==> src/hdl/bsad_pkg.sv <==
// Shared types, codes and decode functions for the bank-switched address decoder.
package bsad_pkg;

   localparam logic [2:0] KIND_CODE_READ = 3'd0;
   localparam logic [2:0] KIND_DATA_READ = 3'd1;
   localparam logic [2:0] KIND_WRITE     = 3'd2;
   localparam logic [2:0] KIND_JUMP      = 3'd3;
   localparam logic [2:0] KIND_INIT_BANK = 3'd4;

   localparam logic [2:0] TGT_NONE  = 3'd0;
   localparam logic [2:0] TGT_RAM   = 3'd1;
   localparam logic [2:0] TGT_ROM   = 3'd2;
   localparam logic [2:0] TGT_TIMER = 3'd3;
   localparam logic [2:0] TGT_SND1  = 3'd4;
   localparam logic [2:0] TGT_SND2  = 3'd5;
   localparam logic [2:0] TGT_XSND  = 3'd6;
   localparam logic [2:0] TGT_BANK  = 3'd7;

   localparam logic [1:0] ENV_RAM_ONLY    = 2'd0;
   localparam logic [1:0] ENV_TRANSPARENT = 2'd1;
   localparam logic [1:0] ENV_BANKED      = 2'd2;
   localparam logic [1:0] ENV_REAL        = 2'd3;

   localparam logic CSR_ENV_MODE    = 1'b0;
   localparam logic CSR_SECOND_CHIP = 1'b1;

   localparam logic [15:0] MIRROR_MASK   = 16'hfc1f;
   localparam logic [15:0] SND_BASE      = 16'hd400;
   localparam logic [7:0]  SND_PAGE      = 8'hd4;
   localparam logic [7:0]  SND2_PAGE     = 8'hd5;
   localparam logic [7:0]  TIMER_PAGE    = 8'hdc;
   localparam logic [7:0]  XSND_OFFSET   = 8'h1d;
   localparam logic [15:0] TIMER_LO_ADDR = 16'hdc04;
   localparam logic [15:0] TIMER_HI_ADDR = 16'hdc05;
   localparam logic [15:0] BANK_ADDR     = 16'h0001;
   localparam logic [15:0] BASIC_BASE    = 16'ha000;
   localparam logic [15:0] IO_BASE       = 16'hd000;
   localparam logic [15:0] KERNAL_BASE   = 16'he000;

   localparam logic [7:0] BANK_RESET    = 8'd7;
   localparam logic [7:0] BANK_ALL_ROM  = 8'd7;
   localparam logic [7:0] BANK_NO_BASIC = 8'd6;
   localparam logic [7:0] BANK_KERNAL   = 8'd5;
   localparam logic [7:0] BANK_IO_ONLY  = 8'd4;

   typedef struct packed {
      logic [2:0]  kind;
      logic [15:0] address;
      logic [7:0]  write_value;
      logic        use_cache;
   } req_type;

   typedef struct packed {
      logic [2:0]  target;
      logic        is_write;
      logic [15:0] device_address;
      logic [7:0]  out_data;
      logic        shadow_write;
      logic [15:0] shadow_address;
      logic        jump_allowed;
   } rsp_type;

   typedef struct packed {
      logic [1:0] env_mode;
      logic       second_chip;
   } cfg_type;

   function automatic logic basic_on(input logic [7:0] bank);
      return bank[1:0] == 2'b11;
   endfunction

   function automatic logic io_on(input logic [7:0] bank);
      return bank[2:0] > 3'd4;
   endfunction

   function automatic logic kernal_on(input logic [7:0] bank);
      return bank[1];
   endfunction

   function automatic logic [2:0] rom_target(input cfg_type cfg);
      return (cfg.env_mode == ENV_RAM_ONLY) ? TGT_RAM : TGT_ROM;
   endfunction

   function automatic rsp_type io_read(input cfg_type cfg, input logic [15:0] a,
                                       input logic cache);
      rsp_type     r;
      logic [15:0] f;
      r = '0;
      f = a & MIRROR_MASK;
      if (f[15:8] != SND_PAGE) begin
         if (a == TIMER_LO_ADDR || a == TIMER_HI_ADDR) begin
            r.target = TGT_TIMER;
            r.device_address = {8'h00, a[7:0]};
         end else begin
            r.target = rom_target(cfg);
            r.device_address = a;
         end
      end else if (f[7:0] >= XSND_OFFSET) begin
         r.target = TGT_XSND;
         r.device_address = a;
      end else if (cfg.second_chip && a[15:8] == SND2_PAGE) begin
         if (cache) begin
            r.target = rom_target(cfg);
            r.device_address = a;
         end else begin
            r.target = TGT_SND2;
            r.device_address = {8'h00, a[7:0]};
         end
      end else begin
         if (cache) begin
            r.target = rom_target(cfg);
            r.device_address = f;
         end else begin
            r.target = TGT_SND1;
            r.device_address = {8'h00, f[7:0]};
         end
      end
      return r;
   endfunction

   function automatic rsp_type banked_read(input cfg_type cfg, input logic [7:0] bank,
                                           input logic [15:0] a, input logic cache);
      rsp_type r;
      r = '0;
      r.target = TGT_RAM;
      r.device_address = a;
      if (a < BASIC_BASE) begin
         if (a == BANK_ADDR) begin
            r.target = TGT_BANK;
            r.out_data = bank;
         end
      end else if (a[15:12] == 4'ha || a[15:12] == 4'hb) begin
         if (basic_on(bank)) r.target = rom_target(cfg);
      end else if (a[15:12] == 4'hd) begin
         if (io_on(bank)) r = io_read(cfg, a, cache);
      end else if (a[15:12] != 4'hc) begin
         if (kernal_on(bank)) r.target = rom_target(cfg);
      end
      return r;
   endfunction

   function automatic rsp_type io_write(input cfg_type cfg, input logic [15:0] a,
                                        input logic [7:0] v, input logic cache);
      rsp_type     r;
      logic [15:0] f;
      r = '0;
      f = a & MIRROR_MASK;
      r.is_write = 1'b1;
      r.out_data = v;
      r.device_address = a;
      r.target = TGT_RAM;
      if (a == BANK_ADDR) begin
         r.target = TGT_BANK;
      end else if (a[15:8] == TIMER_PAGE) begin
         r.target = TGT_TIMER;
         r.device_address = {12'h000, a[3:0]};
      end else if (f[15:8] != SND_PAGE) begin
         r.target = TGT_RAM;
      end else if (f[7:0] >= XSND_OFFSET) begin
         r.target = TGT_XSND;
         r.device_address = a - SND_BASE;
      end else if (cfg.second_chip && a[15:8] == SND2_PAGE) begin
         r.target = TGT_SND2;
         r.device_address = {8'h00, a[7:0]};
         r.shadow_write = cache;
         r.shadow_address = cache ? a : 16'h0000;
      end else begin
         r.target = TGT_SND1;
         r.device_address = {8'h00, f[7:0]};
         r.shadow_write = cache;
         r.shadow_address = cache ? f : 16'h0000;
      end
      return r;
   endfunction

endpackage

==> src/hdl/bsad_if.sv <==
// Channel interfaces for requests, results and register writes.
interface bsad_req_if;
   logic        valid;
   logic        ready;
   logic [2:0]  kind;
   logic [15:0] address;
   logic [7:0]  write_value;
   logic        use_cache;

   modport source (output valid, kind, address, write_value, use_cache, input ready);
   modport sink (input valid, kind, address, write_value, use_cache, output ready);
endinterface

interface bsad_rsp_if;
   logic        valid;
   logic        ready;
   logic [2:0]  target;
   logic        is_write;
   logic [15:0] device_address;
   logic [7:0]  out_data;
   logic        shadow_write;
   logic [15:0] shadow_address;
   logic        jump_allowed;

   modport source (output valid, target, is_write, device_address, out_data,
                   shadow_write, shadow_address, jump_allowed, input ready);
   modport sink (input valid, target, is_write, device_address, out_data,
                 shadow_write, shadow_address, jump_allowed, output ready);
endinterface

interface bsad_csr_if;
   logic       valid;
   logic       ready;
   logic       index;
   logic [7:0] data;

   modport source (output valid, index, data, input ready);
   modport sink (input valid, index, data, output ready);
endinterface

==> src/hdl/bsad_csr.sv <==
// Configuration registers: environment mode and second sound chip enable.
module bsad_csr
   import bsad_pkg::*;
(
   input  logic         clock,
   input  logic         reset,
   bsad_csr_if.sink     csr_ch,
   output cfg_type      cfg
);

   cfg_type cfg_ff;
   cfg_type cfg_in;

   assign csr_ch.ready = 1'b1;

   always_comb begin
      cfg_in = cfg_ff;
      if (csr_ch.valid) begin
         unique case (csr_ch.index)
            CSR_ENV_MODE:    cfg_in.env_mode = csr_ch.data[1:0];
            CSR_SECOND_CHIP: cfg_in.second_chip = csr_ch.data[0];
            default:         cfg_in = cfg_ff;
         endcase
      end
   end

   always_ff @(posedge clock) begin
      if (reset) begin
         cfg_ff.env_mode <= ENV_BANKED;
         cfg_ff.second_chip <= 1'b0;
      end else begin
         cfg_ff <= cfg_in;
      end
   end

   assign cfg = cfg_ff;

endmodule

==> src/hdl/bsad_decode.sv <==
// Single-pass decode of one transaction against the memory map and bank byte.
module bsad_decode
   import bsad_pkg::*;
(
   input  req_type     item,
   input  cfg_type     cfg,
   input  logic [7:0]  bank_byte,
   output rsp_type     result,
   output logic        bank_we,
   output logic [7:0]  bank_new
);

   logic [15:0] a;
   logic        jump_ok;
   logic [7:0]  init_bank;

   assign a = item.address;

   always_comb begin
      if (cfg.env_mode == ENV_BANKED && a >= BASIC_BASE) begin
         if (a[15:12] == 4'ha || a[15:12] == 4'hb) jump_ok = !basic_on(bank_byte);
         else if (a[15:12] == 4'hc)                jump_ok = 1'b1;
         else if (a[15:12] == 4'hd)                jump_ok = !io_on(bank_byte);
         else                                      jump_ok = !kernal_on(bank_byte);
      end else if (cfg.env_mode == ENV_TRANSPARENT && a >= IO_BASE
                   && kernal_on(bank_byte)) begin
         jump_ok = 1'b0;
      end else begin
         jump_ok = 1'b1;
      end
   end

   always_comb begin
      priority if (cfg.env_mode == ENV_RAM_ONLY) init_bank = BANK_IO_ONLY;
      else if (a < BASIC_BASE)                   init_bank = BANK_ALL_ROM;
      else if (a < IO_BASE)                      init_bank = BANK_NO_BASIC;
      else if (a >= KERNAL_BASE)                 init_bank = BANK_KERNAL;
      else                                       init_bank = BANK_IO_ONLY;
   end

   always_comb begin
      result = '0;
      bank_we = 1'b0;
      bank_new = item.write_value;
      unique case (item.kind)
         KIND_CODE_READ: begin
            if (cfg.env_mode == ENV_REAL) begin
               result = banked_read(cfg, bank_byte, a, item.use_cache);
            end else begin
               result.target = TGT_RAM;
               result.device_address = a;
            end
         end
         KIND_DATA_READ: begin
            if (cfg.env_mode == ENV_RAM_ONLY) begin
               result = io_read(cfg, a, item.use_cache);
            end else if (cfg.env_mode == ENV_TRANSPARENT) begin
               if (a[15:12] == 4'hd && io_on(bank_byte)) begin
                  result = io_read(cfg, a, item.use_cache);
               end else begin
                  result.target = TGT_RAM;
                  result.device_address = a;
               end
            end else begin
               result = banked_read(cfg, bank_byte, a, item.use_cache);
            end
         end
         KIND_WRITE: begin
            if (cfg.env_mode == ENV_RAM_ONLY
                || (a[15:12] == 4'hd && io_on(bank_byte))) begin
               result = io_write(cfg, a, item.write_value, item.use_cache);
            end else begin
               result.target = (a == BANK_ADDR) ? TGT_BANK : TGT_RAM;
               result.is_write = 1'b1;
               result.device_address = a;
               result.out_data = item.write_value;
            end
            bank_we = (result.target == TGT_BANK);
         end
         KIND_JUMP: begin
            result.device_address = a;
            result.jump_allowed = jump_ok;
         end
         KIND_INIT_BANK: begin
            result.target = TGT_RAM;
            result.is_write = 1'b1;
            result.device_address = BANK_ADDR;
            result.out_data = init_bank;
            bank_we = 1'b1;
            bank_new = init_bank;
         end
         default: begin
            result = '0;
         end
      endcase
   end

endmodule

==> src/hdl/bank_switched_address_decoder.sv <==
// Top level: request register, decode stage, bank byte and result register.
// One transaction is accepted per clock while the request register is empty or the result
// register advances. Its result loads into the result register when that advances and stays
// offered until taken, so throughput is one transaction per cycle while results are taken. The
// request register feeds a single decode stage that reads and updates the bank byte in the same
// cycle the result register loads, so a write to address 1 or an init-bank request is seen by
// the very next transaction. A held result stalls the result register and, when full, the
// request register; a new request is still taken while the result register advances.
module bank_switched_address_decoder
   import bsad_pkg::*;
(
   input  logic      clock,
   input  logic      reset,
   bsad_req_if.sink  req_ch,
   bsad_rsp_if.source rsp_ch,
   bsad_csr_if.sink  csr_ch
);

   cfg_type     cfg;
   req_type     item_ff;
   req_type     item_in;
   logic        item_valid_ff;
   logic        item_valid_in;
   rsp_type     rsp_ff;
   rsp_type     rsp_in;
   logic        rsp_valid_ff;
   logic        rsp_valid_in;
   logic [7:0]  bank_byte_ff;
   logic [7:0]  bank_byte_in;
   rsp_type     dec_result;
   logic        dec_bank_we;
   logic [7:0]  dec_bank_new;
   logic        advance;
   logic        take;

   bsad_csr u_csr (
      .clock  (clock),
      .reset  (reset),
      .csr_ch (csr_ch),
      .cfg    (cfg)
   );

   bsad_decode u_decode (
      .item      (item_ff),
      .cfg       (cfg),
      .bank_byte (bank_byte_ff),
      .result    (dec_result),
      .bank_we   (dec_bank_we),
      .bank_new  (dec_bank_new)
   );

   assign advance = !rsp_valid_ff || rsp_ch.ready;
   assign req_ch.ready = !item_valid_ff || advance;
   assign take = req_ch.valid && req_ch.ready;

   always_comb begin
      item_valid_in = item_valid_ff;
      item_in = item_ff;
      rsp_valid_in = rsp_valid_ff;
      rsp_in = rsp_ff;
      bank_byte_in = bank_byte_ff;
      if (advance) begin
         rsp_valid_in = item_valid_ff;
         item_valid_in = 1'b0;
         if (item_valid_ff) begin
            rsp_in = dec_result;
            if (dec_bank_we) bank_byte_in = dec_bank_new;
         end
      end
      if (take) begin
         item_valid_in = 1'b1;
         item_in.kind = req_ch.kind;
         item_in.address = req_ch.address;
         item_in.write_value = req_ch.write_value;
         item_in.use_cache = req_ch.use_cache;
      end
   end

   always_ff @(posedge clock) begin
      if (reset) begin
         item_valid_ff <= 1'b0;
         rsp_valid_ff <= 1'b0;
         bank_byte_ff <= BANK_RESET;
      end else begin
         item_valid_ff <= item_valid_in;
         rsp_valid_ff <= rsp_valid_in;
         bank_byte_ff <= bank_byte_in;
      end
   end

   always_ff @(posedge clock) begin
      item_ff <= item_in;
      rsp_ff <= rsp_in;
   end

   assign rsp_ch.valid = rsp_valid_ff;
   assign rsp_ch.target = rsp_ff.target;
   assign rsp_ch.is_write = rsp_ff.is_write;
   assign rsp_ch.device_address = rsp_ff.device_address;
   assign rsp_ch.out_data = rsp_ff.out_data;
   assign rsp_ch.shadow_write = rsp_ff.shadow_write;
   assign rsp_ch.shadow_address = rsp_ff.shadow_address;
   assign rsp_ch.jump_allowed = rsp_ff.jump_allowed;

   a_bank_hold: assert property (@(posedge clock) disable iff (reset)
      !(advance && item_valid_ff) |=> $stable(bank_byte_ff))
      else $error("bank byte changed without a decoded transaction");

   a_bank_follows_result: assert property (@(posedge clock) disable iff (reset)
      (advance && item_valid_ff && dec_bank_we) |=> (bank_byte_ff == rsp_ff.out_data))
      else $error("bank byte does not match the reported bank write");

   a_jump_no_target: assert property (@(posedge clock) disable iff (reset)
      (rsp_valid_ff && rsp_ff.jump_allowed) |-> (rsp_ff.target == TGT_NONE))
      else $error("jump result carries a target");

   a_shadow_sound_write: assert property (@(posedge clock) disable iff (reset)
      (rsp_valid_ff && rsp_ff.shadow_write) |->
         (rsp_ff.is_write && (rsp_ff.target == TGT_SND1 || rsp_ff.target == TGT_SND2)))
      else $error("shadow write outside a sound register write");

   a_stall_only_when_full: assert property (@(posedge clock) disable iff (reset)
      !req_ch.ready |-> (item_valid_ff && rsp_valid_ff))
      else $error("request refused with room in the pipeline");

endmodule
==> src/flat_wrapper.sv <==
// flat-port wrapper written by rule: the top's interface ports become plain ports
module bank_switched_address_decoder_flat import bsad_pkg::*;
  (clock, reset, req_ch_valid, req_ch_kind, req_ch_address, req_ch_write_value, req_ch_use_cache, req_ch_ready, rsp_ch_valid, rsp_ch_target, rsp_ch_is_write, rsp_ch_device_address, rsp_ch_out_data, rsp_ch_shadow_write, rsp_ch_shadow_address, rsp_ch_jump_allowed, rsp_ch_ready, csr_ch_valid, csr_ch_index, csr_ch_data, csr_ch_ready);
  bsad_req_if req_ch_i ();
  bsad_rsp_if rsp_ch_i ();
  bsad_csr_if csr_ch_i ();
  input  logic clock;
  input  logic reset;
  input wire logic [$bits(req_ch_i.valid)-1:0] req_ch_valid;
  input wire logic [$bits(req_ch_i.kind)-1:0] req_ch_kind;
  input wire logic [$bits(req_ch_i.address)-1:0] req_ch_address;
  input wire logic [$bits(req_ch_i.write_value)-1:0] req_ch_write_value;
  input wire logic [$bits(req_ch_i.use_cache)-1:0] req_ch_use_cache;
  output wire logic [$bits(req_ch_i.ready)-1:0] req_ch_ready;
  output wire logic [$bits(rsp_ch_i.valid)-1:0] rsp_ch_valid;
  output wire logic [$bits(rsp_ch_i.target)-1:0] rsp_ch_target;
  output wire logic [$bits(rsp_ch_i.is_write)-1:0] rsp_ch_is_write;
  output wire logic [$bits(rsp_ch_i.device_address)-1:0] rsp_ch_device_address;
  output wire logic [$bits(rsp_ch_i.out_data)-1:0] rsp_ch_out_data;
  output wire logic [$bits(rsp_ch_i.shadow_write)-1:0] rsp_ch_shadow_write;
  output wire logic [$bits(rsp_ch_i.shadow_address)-1:0] rsp_ch_shadow_address;
  output wire logic [$bits(rsp_ch_i.jump_allowed)-1:0] rsp_ch_jump_allowed;
  input wire logic [$bits(rsp_ch_i.ready)-1:0] rsp_ch_ready;
  input wire logic [$bits(csr_ch_i.valid)-1:0] csr_ch_valid;
  input wire logic [$bits(csr_ch_i.index)-1:0] csr_ch_index;
  input wire logic [$bits(csr_ch_i.data)-1:0] csr_ch_data;
  output wire logic [$bits(csr_ch_i.ready)-1:0] csr_ch_ready;
  assign req_ch_i.valid = req_ch_valid;
  assign req_ch_i.kind = req_ch_kind;
  assign req_ch_i.address = req_ch_address;
  assign req_ch_i.write_value = req_ch_write_value;
  assign req_ch_i.use_cache = req_ch_use_cache;
  assign req_ch_ready = req_ch_i.ready;
  assign rsp_ch_valid = rsp_ch_i.valid;
  assign rsp_ch_target = rsp_ch_i.target;
  assign rsp_ch_is_write = rsp_ch_i.is_write;
  assign rsp_ch_device_address = rsp_ch_i.device_address;
  assign rsp_ch_out_data = rsp_ch_i.out_data;
  assign rsp_ch_shadow_write = rsp_ch_i.shadow_write;
  assign rsp_ch_shadow_address = rsp_ch_i.shadow_address;
  assign rsp_ch_jump_allowed = rsp_ch_i.jump_allowed;
  assign rsp_ch_i.ready = rsp_ch_ready;
  assign csr_ch_i.valid = csr_ch_valid;
  assign csr_ch_i.index = csr_ch_index;
  assign csr_ch_i.data = csr_ch_data;
  assign csr_ch_ready = csr_ch_i.ready;
  bank_switched_address_decoder u_core (.clock(clock), .reset(reset), .req_ch(req_ch_i), .rsp_ch(rsp_ch_i), .csr_ch(csr_ch_i));
endmodule
==> config.mk <==
export PLATFORM = sky130hd
export DESIGN_NAME = bank_switched_address_decoder_flat
export DESIGN_NICKNAME = d
export VERILOG_FILES = /design/src/hdl/bsad_pkg.sv /design/src/hdl/bsad_if.sv /design/src/hdl/bsad_csr.sv /design/src/hdl/bsad_decode.sv /design/src/hdl/bank_switched_address_decoder.sv /design/src/flat_wrapper.sv
export SDC_FILE = /design/constraint.sdc
export NUM_CORES = 1
export LEC_CHECK = 0
export BUFFER_PORTS_ARGS = -buffer_cell sky130_fd_sc_hd__buf_2
export CORE_AREA = 5 5 99 101
export CTS_CLUSTER_SIZE = 14
export DETAILED_ROUTE_END_ITERATION = 10
export DIE_AREA = 0 0 104 106
export GPL_TIMING_DRIVEN = 0
export PLACE_DENSITY = 0.7
export SYNTH_ARGS = -nofsm -noshare
export SYNTH_HDL_FRONTEND = slang
export SYNTH_SLANG_ARGS = --single-unit
==> constraint.sdc <==
create_clock -name clock -period 2.4 [get_ports clock]
set_input_delay 0.12 -clock clock [delete_from_list [all_inputs] [get_ports clock]]
set_output_delay 0.12 -clock clock [all_outputs]
set_load 0.02 [all_outputs]
* After elaboration in Yosys (flattened, before gate mapping)
Index checks and enable logic that the tools add are counted.
** Word-level totals
- Register bits :: 87
- Bits of input ports :: 42
- Word-level logic and storage cells :: 165
** Cells by class
- $add $sub $neg :: 1
- $lt $le $gt $ge :: 7
- Equality and inequality tests :: 20
- Multiplexer cells :: 97
- Bitwise operators :: 1
- Reductions and logical operators :: 23
** Operators with widths (number)
- 16-bit 2-to-1 mux :: 15
- 46-bit 2-to-1 mux :: 4
- 43-bit 2-to-1 mux :: 4
- 17-bit 2-to-1 mux :: 6
- 3-bit 2-to-1 mux :: 30
- 16-bit one-hot mux with 5 select lines :: 1
- 28-bit 2-to-1 mux :: 2
- 18-bit 2-to-1 mux :: 3
- 17-bit one-hot mux with 3 select lines :: 1
- 16-bit >= comparator, second input constant :: 3
- 8-bit 2-to-1 mux :: 5
- 16-bit equality test, second input constant :: 2
- 16-bit < comparator, second input constant :: 2
- 8-bit one-hot mux with 4 select lines :: 1
- 26-bit 2-to-1 mux :: 1
- 2-bit 2-to-1 mux :: 10
- 16-bit by 1-bit equality test with 1-bit output, second input constant :: 1
- 4-bit equality test, second input constant :: 4
- 8-bit equality test, second input constant :: 2
- 4-bit one-hot mux with 4 select lines :: 1
- 16-bit subtractor, second input constant :: 1
- 1-bit 2-to-1 mux :: 11
- 2-bit equality test, second input constant :: 3
- 3-bit by 2-bit equality test with 1-bit output, second input constant :: 2
- other kinds (18) :: 34

* Logic depth before layout (Yosys ltp)
Gate-level depths: netlist (run 1).
- Depth after elaboration :: 12
- Gate-level depth with buffers :: 8

* Cells and area by module
A second synthesis (run 1) with hierarchy kept.
** Second synthesis, totals
- Cells, all modules :: 374
- Area total of the unflattened synthesis :: 4357.9 sq um
** By module, submodules not included
- bank_switched_address_decoder :: times used 1, cells each 120, area an instance 2676.3 sq um
- bsad_decode :: times used 1, cells each 239, area an instance 1537.7 sq um
- bsad_csr :: times used 1, cells each 15, area an instance 143.9 sq um

* Worst setup path before layout (run 1)
No wires, ideal clock.
- Path type :: flip-flop to flip-flop
- From :: reg u_core.rsp_valid_ff, in the netlist u_core.rsp_ch.valid
- To :: reg u_core.bank_byte_ff[3]
- Library setup time :: 132 ps
- Data arrival time :: 2531 ps
- Required time :: 2268 ps
- Slack :: -262 ps
- Cell stages (with the launch flop) :: 7
- Buffers on the path :: 1
- Clock period less this slack :: 2662 ps
- Cells stage by stage :: dfxtp_1 -> nor2b_1 -> nand2b_1 -> clkbuf_1 -> clkinv_1 -> nand4_1 -> a21oi_1
** On the way
- Cells in the longest elaborated chain, start to end :: 3
** Ends and longest elaborated chain
- from (decl) :: RTL line bank_switched_address_decoder.sv:26 : logic rsp_valid_ff;
- from (signal assigned) :: RTL line bank_switched_address_decoder.sv:86 : rsp_valid_ff <= rsp_valid_in;
- 1-bit zero test :: RTL line bank_switched_address_decoder.sv:52 : assign advance = !rsp_valid_ff || rsp_ch.ready;
- 1-bit logical OR :: RTL line bank_switched_address_decoder.sv:52
- 3-bit AND reduction (no line)
- to (signal assigned) :: RTL line bank_switched_address_decoder.sv:87 : bank_byte_ff <= bank_byte_in;
- to (decl) :: RTL line bank_switched_address_decoder.sv:28 : logic [7:0] bank_byte_ff;
Every way passes these cells.
A chain may end at the register's enable or synchronous reset.

==> qor.txt, run 1 <==
Final setup TNS: 0 ps
Leak Pwr: 2.040 nW
GR Util All Layers: 0.2006
Post-synthesis async set-or-reset flop share: 0
Post-synthesis instance total: 365
CTS tree: yes
Placed cell areas: 0.004715 mm^2
Number of synthesized flops with an enable pin: 74
Worst rel slew slack: 0.1927
Detail Route Antenna Nets: 0
Final max-slew violation count: 0
Ant diodes: 0
CP startpoint kind: flip-flop
Cts bufs inserted: 9
Top cell family by delay on the critical path: compound AO/OA/AOI/OAI gates
Syn_area_per_cell: 11.38 um^2
Worst skew pair latency: 370 ps
Fin area: 0.005300 mm^2
Largest net degree at the start of global routing: 54
CORE AREA: 0.008934 mm^2
DRT iter0 DRCs: 259
HPWL Detailed: 7678 um
Place WS: -73.12 ps
Routed wire length: 11060 um
Critical Path RT: 2510 ps
Power consumption: 3.168 mW
Yosys reg bits: 87
Input/output buffers: 83
Routed via count: 3492
Fin crit period: 2331 ps
CTS HTree Levels: 3
DIE AREA: 0.01102 mm^2
Slowest stage cell on the critical path: edfxtp_1
Register area share after synthesis: 0.5974
Min Hold Slack: 10.79 ps
Hold/Removal Path Class: in2reg
GR Overflow Total: 0
Vias in the first global route: 3344
CTS Buffer Depth: 2
PwrDens: 597.8 mW/mm^2
Hold Violations, Final: 0
Placer Congestion: 0.9354
Via density: 5.725
Clock Pin Slew Worst Setup and Hold Paths: 90 ps
Number of warnings issued by yosys: 0
Initial antenna violation count: 0
Final Skew: 16.12 ps
I/O pin count: 91
Final period util: 0.9711
Final setup viols: 0
Worst path cell trace: buf_6 > and4b_1 > buf_2 > o21ai_0 > a21oi_1 > a2bb2oi_1 > nor2b_1
Drt drc: 0
Peak supply drop: 0.3643 mV
Worst path arrival time: 2440 ps
Slowest stage delay, CP: 430 ps
Max-cap viol count: 0
CTS root buffer: clkbuf_8
Share of layout cells above drive strength 1: 0.2645
Sink Count: 87
DR pass1 iterations: 5
Fmax achieved: 429.1 MHz
Syn Std Cell Area: 0.004155 mm^2
Crit end category: flip-flop
Fill cell count: 750
Die extent in y: 106 um
Final worst slack: 69.31 ps
Row Count: 35
Ys flop type: edfxtp_1
Initial core utilization: 0.4651
Area Overhead vs Synth: 27.55%
Global-route wire length before repair: 17570 um
Type of the worst setup path: reg2reg
Fin nets: 540
WL/cell: 18.14 um
Crit path buffers/inverters: 2
Status: complete, no violations
Tightest Pin Transition: 1211 ps
Die X: 104 um
Synth cell types: 60
Crit-path max FO: 10
-- registers in the layout (all words and copies together) (netlist names) --
register	cells
u_core.item_ff	28
u_core.rsp_ch.is_write	1
u_core.rsp_ch.device_address	16
u_core.rsp_ch.shadow_write	1
u_core.item_valid_ff	1
u_core.rsp_ch.jump_allowed	1
u_core.rsp_ch.target	3
u_core.rsp_ch.shadow_address	16
u_core.rsp_ch.out_data	8
u_core.u_csr.cfg	3
u_core.bank_byte_ff	8
u_core.rsp_ch.valid	1
-- cells in the mapped netlist (6+ instances only) --
library cell | number | share of area
nand3_1 | 12 | 0.014
inv_1 | 12 | 0.011
a21oi_1 | 29 | 0.035
clkbuf_1 | 12 | 0.011
a31oi_1 | 6 | 0.0090
nor2_1 | 21 | 0.019
o211ai_1 | 7 | 0.013
buf_2 | 8 | 0.0096
o21ai_0 | 19 | 0.023
nand2_1 | 28 | 0.025
edfxtp_1 | 74 | 0.53
and2_1 | 12 | 0.018
nand4_1 | 9 | 0.014
nor2b_1 | 9 | 0.014
a211oi_1 | 6 | 0.011
dfxtp_1 | 13 | 0.063
-- timing repair --
| action | 4_1_cts | 5_1_grt |
|---|---|---|
| hold buffers | 29 | 0 |
| hold endpoints to repair | 29 | 0 |
| setup endpoints to repair | 27 | 24 |
| pin swaps | 1 | 2 |
| buffers inserted | 1 | 4 |
| gates resized for setup | 6 | 9 |
-- cells by family (layout without fill, tap and decap cells) --
logic type               Yosys count  in the layout  share of synthesized area
multiplexers                       3              3                   0.007227
adder cells (fa/ha/maj)            4              4                    0.01205
buffers and inverters             36            169                    0.03854
AND/OR/NAND/NOR                  133            133                     0.1816
AO/OA/AOI/OAI                     99             99                     0.1593
flip-flops                        87             87                     0.5974
XOR/XNOR                           1              1                   0.002108
other                              2              3                   0.001807
-- path summary, 6_finish.rpt --
path,slack [ps],cells past startpoint,start,to
worst max-delay path,70,7,u_core.item_ff[22]$_DFFE_PP_,u_core.rsp_ch.device_address[14]$_DFFE_PP_
worst min-delay path,10,2,reset,u_core.bank_byte_ff[0]$_SDFFE_PP1P_
worst max register to register,70,7,u_core.item_ff[22]$_DFFE_PP_,u_core.rsp_ch.device_address[14]$_DFFE_PP_
worst min register to register,480,2,u_core.bank_byte_ff[6]$_SDFFE_PP0P_,u_core.bank_byte_ff[6]$_SDFFE_PP0P_
-- through the flow --
step / util / cells
2_1_floorplan: - / 366
3_3_place_gp: 0.5277 / 560
3_5_place_dp: 0.5277 / 560
4_1_cts: 0.5860 / 606
5_1_grt: 0.5933 / 610
6_report: 0.5933 / 610
-- report_power, final --
part / switching [mW] / total, mW / internal, mW
clock: 0.540 / 1.03 / 0.487
combinational: 0.237 / 0.385 / 0.148
sequential: 0.0405 / 1.76 / 1.72
-- cell usage in the layout (no fill, tap or decap), drive strengths merged, types with 3 or more instances in the layout --
cell type,Yosys,routed
buf,11,99
edfxtp,74,74
dlygate4sd3,0,29
a21oi,29,29
nand2,28,28
o21ai,22,22
clkbuf,12,22
nor2,21,21
inv,12,14
dfxtp,13,13
and2,13,13
nand3,12,12
nor2b,9,9
nand4,9,9
o211ai,7,7
a31oi,6,6
a211oi,6,6
a22o,5,5
nor3,5,5
and3,5,5
nor3b,5,5
nor4,5,5
nand2b,4,4
ha,4,4
nand3b,3,3
mux2i,3,3
a211o,3,3
conb,2,3
and4,3,3
clkinv,1,3
-- layout make-up --
type,count,area [um^2],area share
Clock inverter,6,67.56,0.01275
Buffer,23,115.1,0.02172
Multi-Input combinational cell,243,1572,0.2965
Sequential cell,87,2482,0.4684
Tap cell,111,138.9,0.02620
Timing Repair Buffer,117,743.2,0.1402
Clock buffer,10,127.6,0.02408
Inverter,13,53.80,0.01015
-- metal layers --
layer	vias up	share of wire	track usage
li1	1648	-	-
met1	1657	0.43	0.2661
met2	160	0.48	0.3201
met3	27	0.071	0.04068
met4	0	0.027	0.08696
met5	-	0	0
Note: power is estimated with default switching activity, not from simulation.
==> run 2: changes to the inputs <==
--- a/config.mk
+++ b/config.mk
@@ -5,7 +5,7 @@
 export SDC_FILE = /design/constraint.sdc
 export NUM_CORES = 1
 export LEC_CHECK = 0
-export BUFFER_PORTS_ARGS = -buffer_cell sky130_fd_sc_hd__buf_2
+export BUFFER_PORTS_ARGS = -buffer_cell sky130_fd_sc_hd__clkbuf_2
 export CORE_AREA = 5 5 99 101
 export CTS_CLUSTER_SIZE = 14
 export DETAILED_ROUTE_END_ITERATION = 10
==> run 2 against run 1 <==
Against the previous run:
- die area is the same
- global-route usage increased by 0.91 points
- core utilization increased by 0.80 points
- total power grew 3.9%
==> qor.txt, run 2 (synthesized netlist as in run 1, its figures left out) <==
Worst path arrival time: 2440 ps
Fin nets: 546
Final setup TNS: 0 ps
Worst path cell trace: buf_2 > and4b_1 > buf_2 > o21ai_1 > nor3b_2 > buf_4 > a2111oi_0
Clock Pin Slew Worst Setup and Hold Paths: 90 ps
GR Overflow Total: 0
Placer Congestion: 0.9275
DIE AREA: 0.01102 mm^2
Initial core utilization: 0.4651
Type of the worst setup path: reg2reg
Final worst slack: 70.13 ps
PwrDens: 612.9 mW/mm^2
Max-cap viol count: 0
Max reg flops: 28
Crit end category: flip-flop
Input/output buffers: 83
Detail Route Antenna Nets: 0
CTS Buffer Depth: 2
CP startpoint kind: flip-flop
Critical Path RT: 2510 ps
CTS HTree Levels: 3
Commonest non-fill, non-tap cell in the layout: clkbuf_2
Crit-path max FO: 10
Routed via count: 3546
Die extent in y: 106 um
Min Hold Slack: 22.51 ps
Crit path buffers/inverters: 3
Power consumption: 3.292 mW
Leak Pwr: 2.095 nW
Via density: 5.756
Slowest stage delay, CP: 480 ps
WL/cell: 18.40 um
Slowest stage cell on the critical path: a2111oi_0
I/O pin count: 91
Drt drc: 0
Most frequent cells in the layout: clkbuf_2, edfxtp_1, dlygate4sd3_1
Die X: 104 um
Row Count: 35
Peak supply drop: 0.3862 mV
Hold Violations, Final: 0
DR pass1 iterations: 5
Util after Layout: 0.6013
Final period util: 0.9708
Worst skew pair latency: 370 ps
Routed wire length: 11330 um
Worst rel slew slack: 0.1771
Hold/Removal Path Class: in2reg
Status: complete, no violations
DRT iter0 DRCs: 289
Final Skew: 11.85 ps
Sink Count: 87
Tightest Pin Transition: 1234 ps
Global-route wire length before repair: 18420 um
CORE AREA: 0.008934 mm^2
Vias in the first global route: 3503
Largest net degree at the start of global routing: 54
CTS root buffer: clkbuf_8
Share of layout cells above drive strength 1: 0.2653
Ant diodes: 0
Area Overhead vs Synth: 29.27%
CTS tree: yes
CP most frequent cell: buf_2
Cts bufs inserted: 9
Final setup viols: 0
Fin crit period: 2330 ps
Biggest register: u_core.item_ff
GR Util All Layers: 0.2098
Initial antenna violation count: 0
HPWL Detailed: 7925 um
Top cell family by delay on the critical path: compound AO/OA/AOI/OAI gates
Place WS: -70.54 ps
Final max-slew violation count: 0
Fmax achieved: 429.2 MHz
-- run 2: final timing paths --
kind	from	endpoint	slack (ps)	depth (start not counted)
setup / recovery	u_core.item_ff[24]$_DFFE_PP_	u_core.rsp_ch.device_address[15]$_DFFE_PP_	70	7
hold / removal	csr_ch_index	u_core.u_csr.cfg[0]$_SDFFE_PP0P_	20	3
setup reg to reg	u_core.item_ff[24]$_DFFE_PP_	u_core.rsp_ch.device_address[15]$_DFFE_PP_	70	7
hold reg to reg	u_core.bank_byte_ff[6]$_SDFFE_PP0P_	u_core.bank_byte_ff[6]$_SDFFE_PP0P_	480	2
-- run 2: tightest hold or removal path, delay by kind of cell --
family / cells / cell delay, ps
buffers and inverters: 1 / 100
and+or+nand+nor: 1 / 70
AOI/OAI and AO/OA: 1 / 50
-- run 2: cell type report --
| cell class | instances | area (um^2) |
|---|---|---|
| Buffer | 23 | 112.6 |
| Clock buffer | 13 | 181.4 |
| Clock inverter | 3 | 45.04 |
| Fill cell | 762 | 3562 |
| Inverter | 13 | 53.80 |
| Multi-Input combinational cell | 243 | 1564 |
| Sequential cell | 87 | 2482 |
| Tap cell | 111 | 138.9 |
| Timing Repair Buffer | 123 | 793.3 |
-- run 2: routing by layer --
layer	up-vias	part of all wire	GRT usage	routed length, um
met1	1681	0.41	0.2700	4671
met2	177	0.48	0.3420	5480
met5	-	0	0	0
met4	0	0.025	0.08696	284
met3	29	0.079	0.04797	897
li1	1659	-	-	-
-- run 2: repair_timing --
action                                 4_1_cts  5_1_grt
pin swaps                                    1        3
setup buffers                                0        9
hold buffers                                31        0
endpoints found under the hold margin       34        0
resized for setup                            5        7
setup endpoints to repair                   48       32
-- run 2: metrics by stage --
step,instances,cell area (um^2)
after floorplan,366,4160
after global placement,560,4715
after detailed placement,560,4715
after CTS,607,5275
after global routing,616,5371
final,616,5371
-- run 2: power by group --
group	total (mW)	internal [mW]	switching, mW
Combinational	0.393	0.152	0.240
Sequential	1.76	1.72	0.0413
Clock	1.14	0.613	0.530
Total	3.29	2.48	0.811
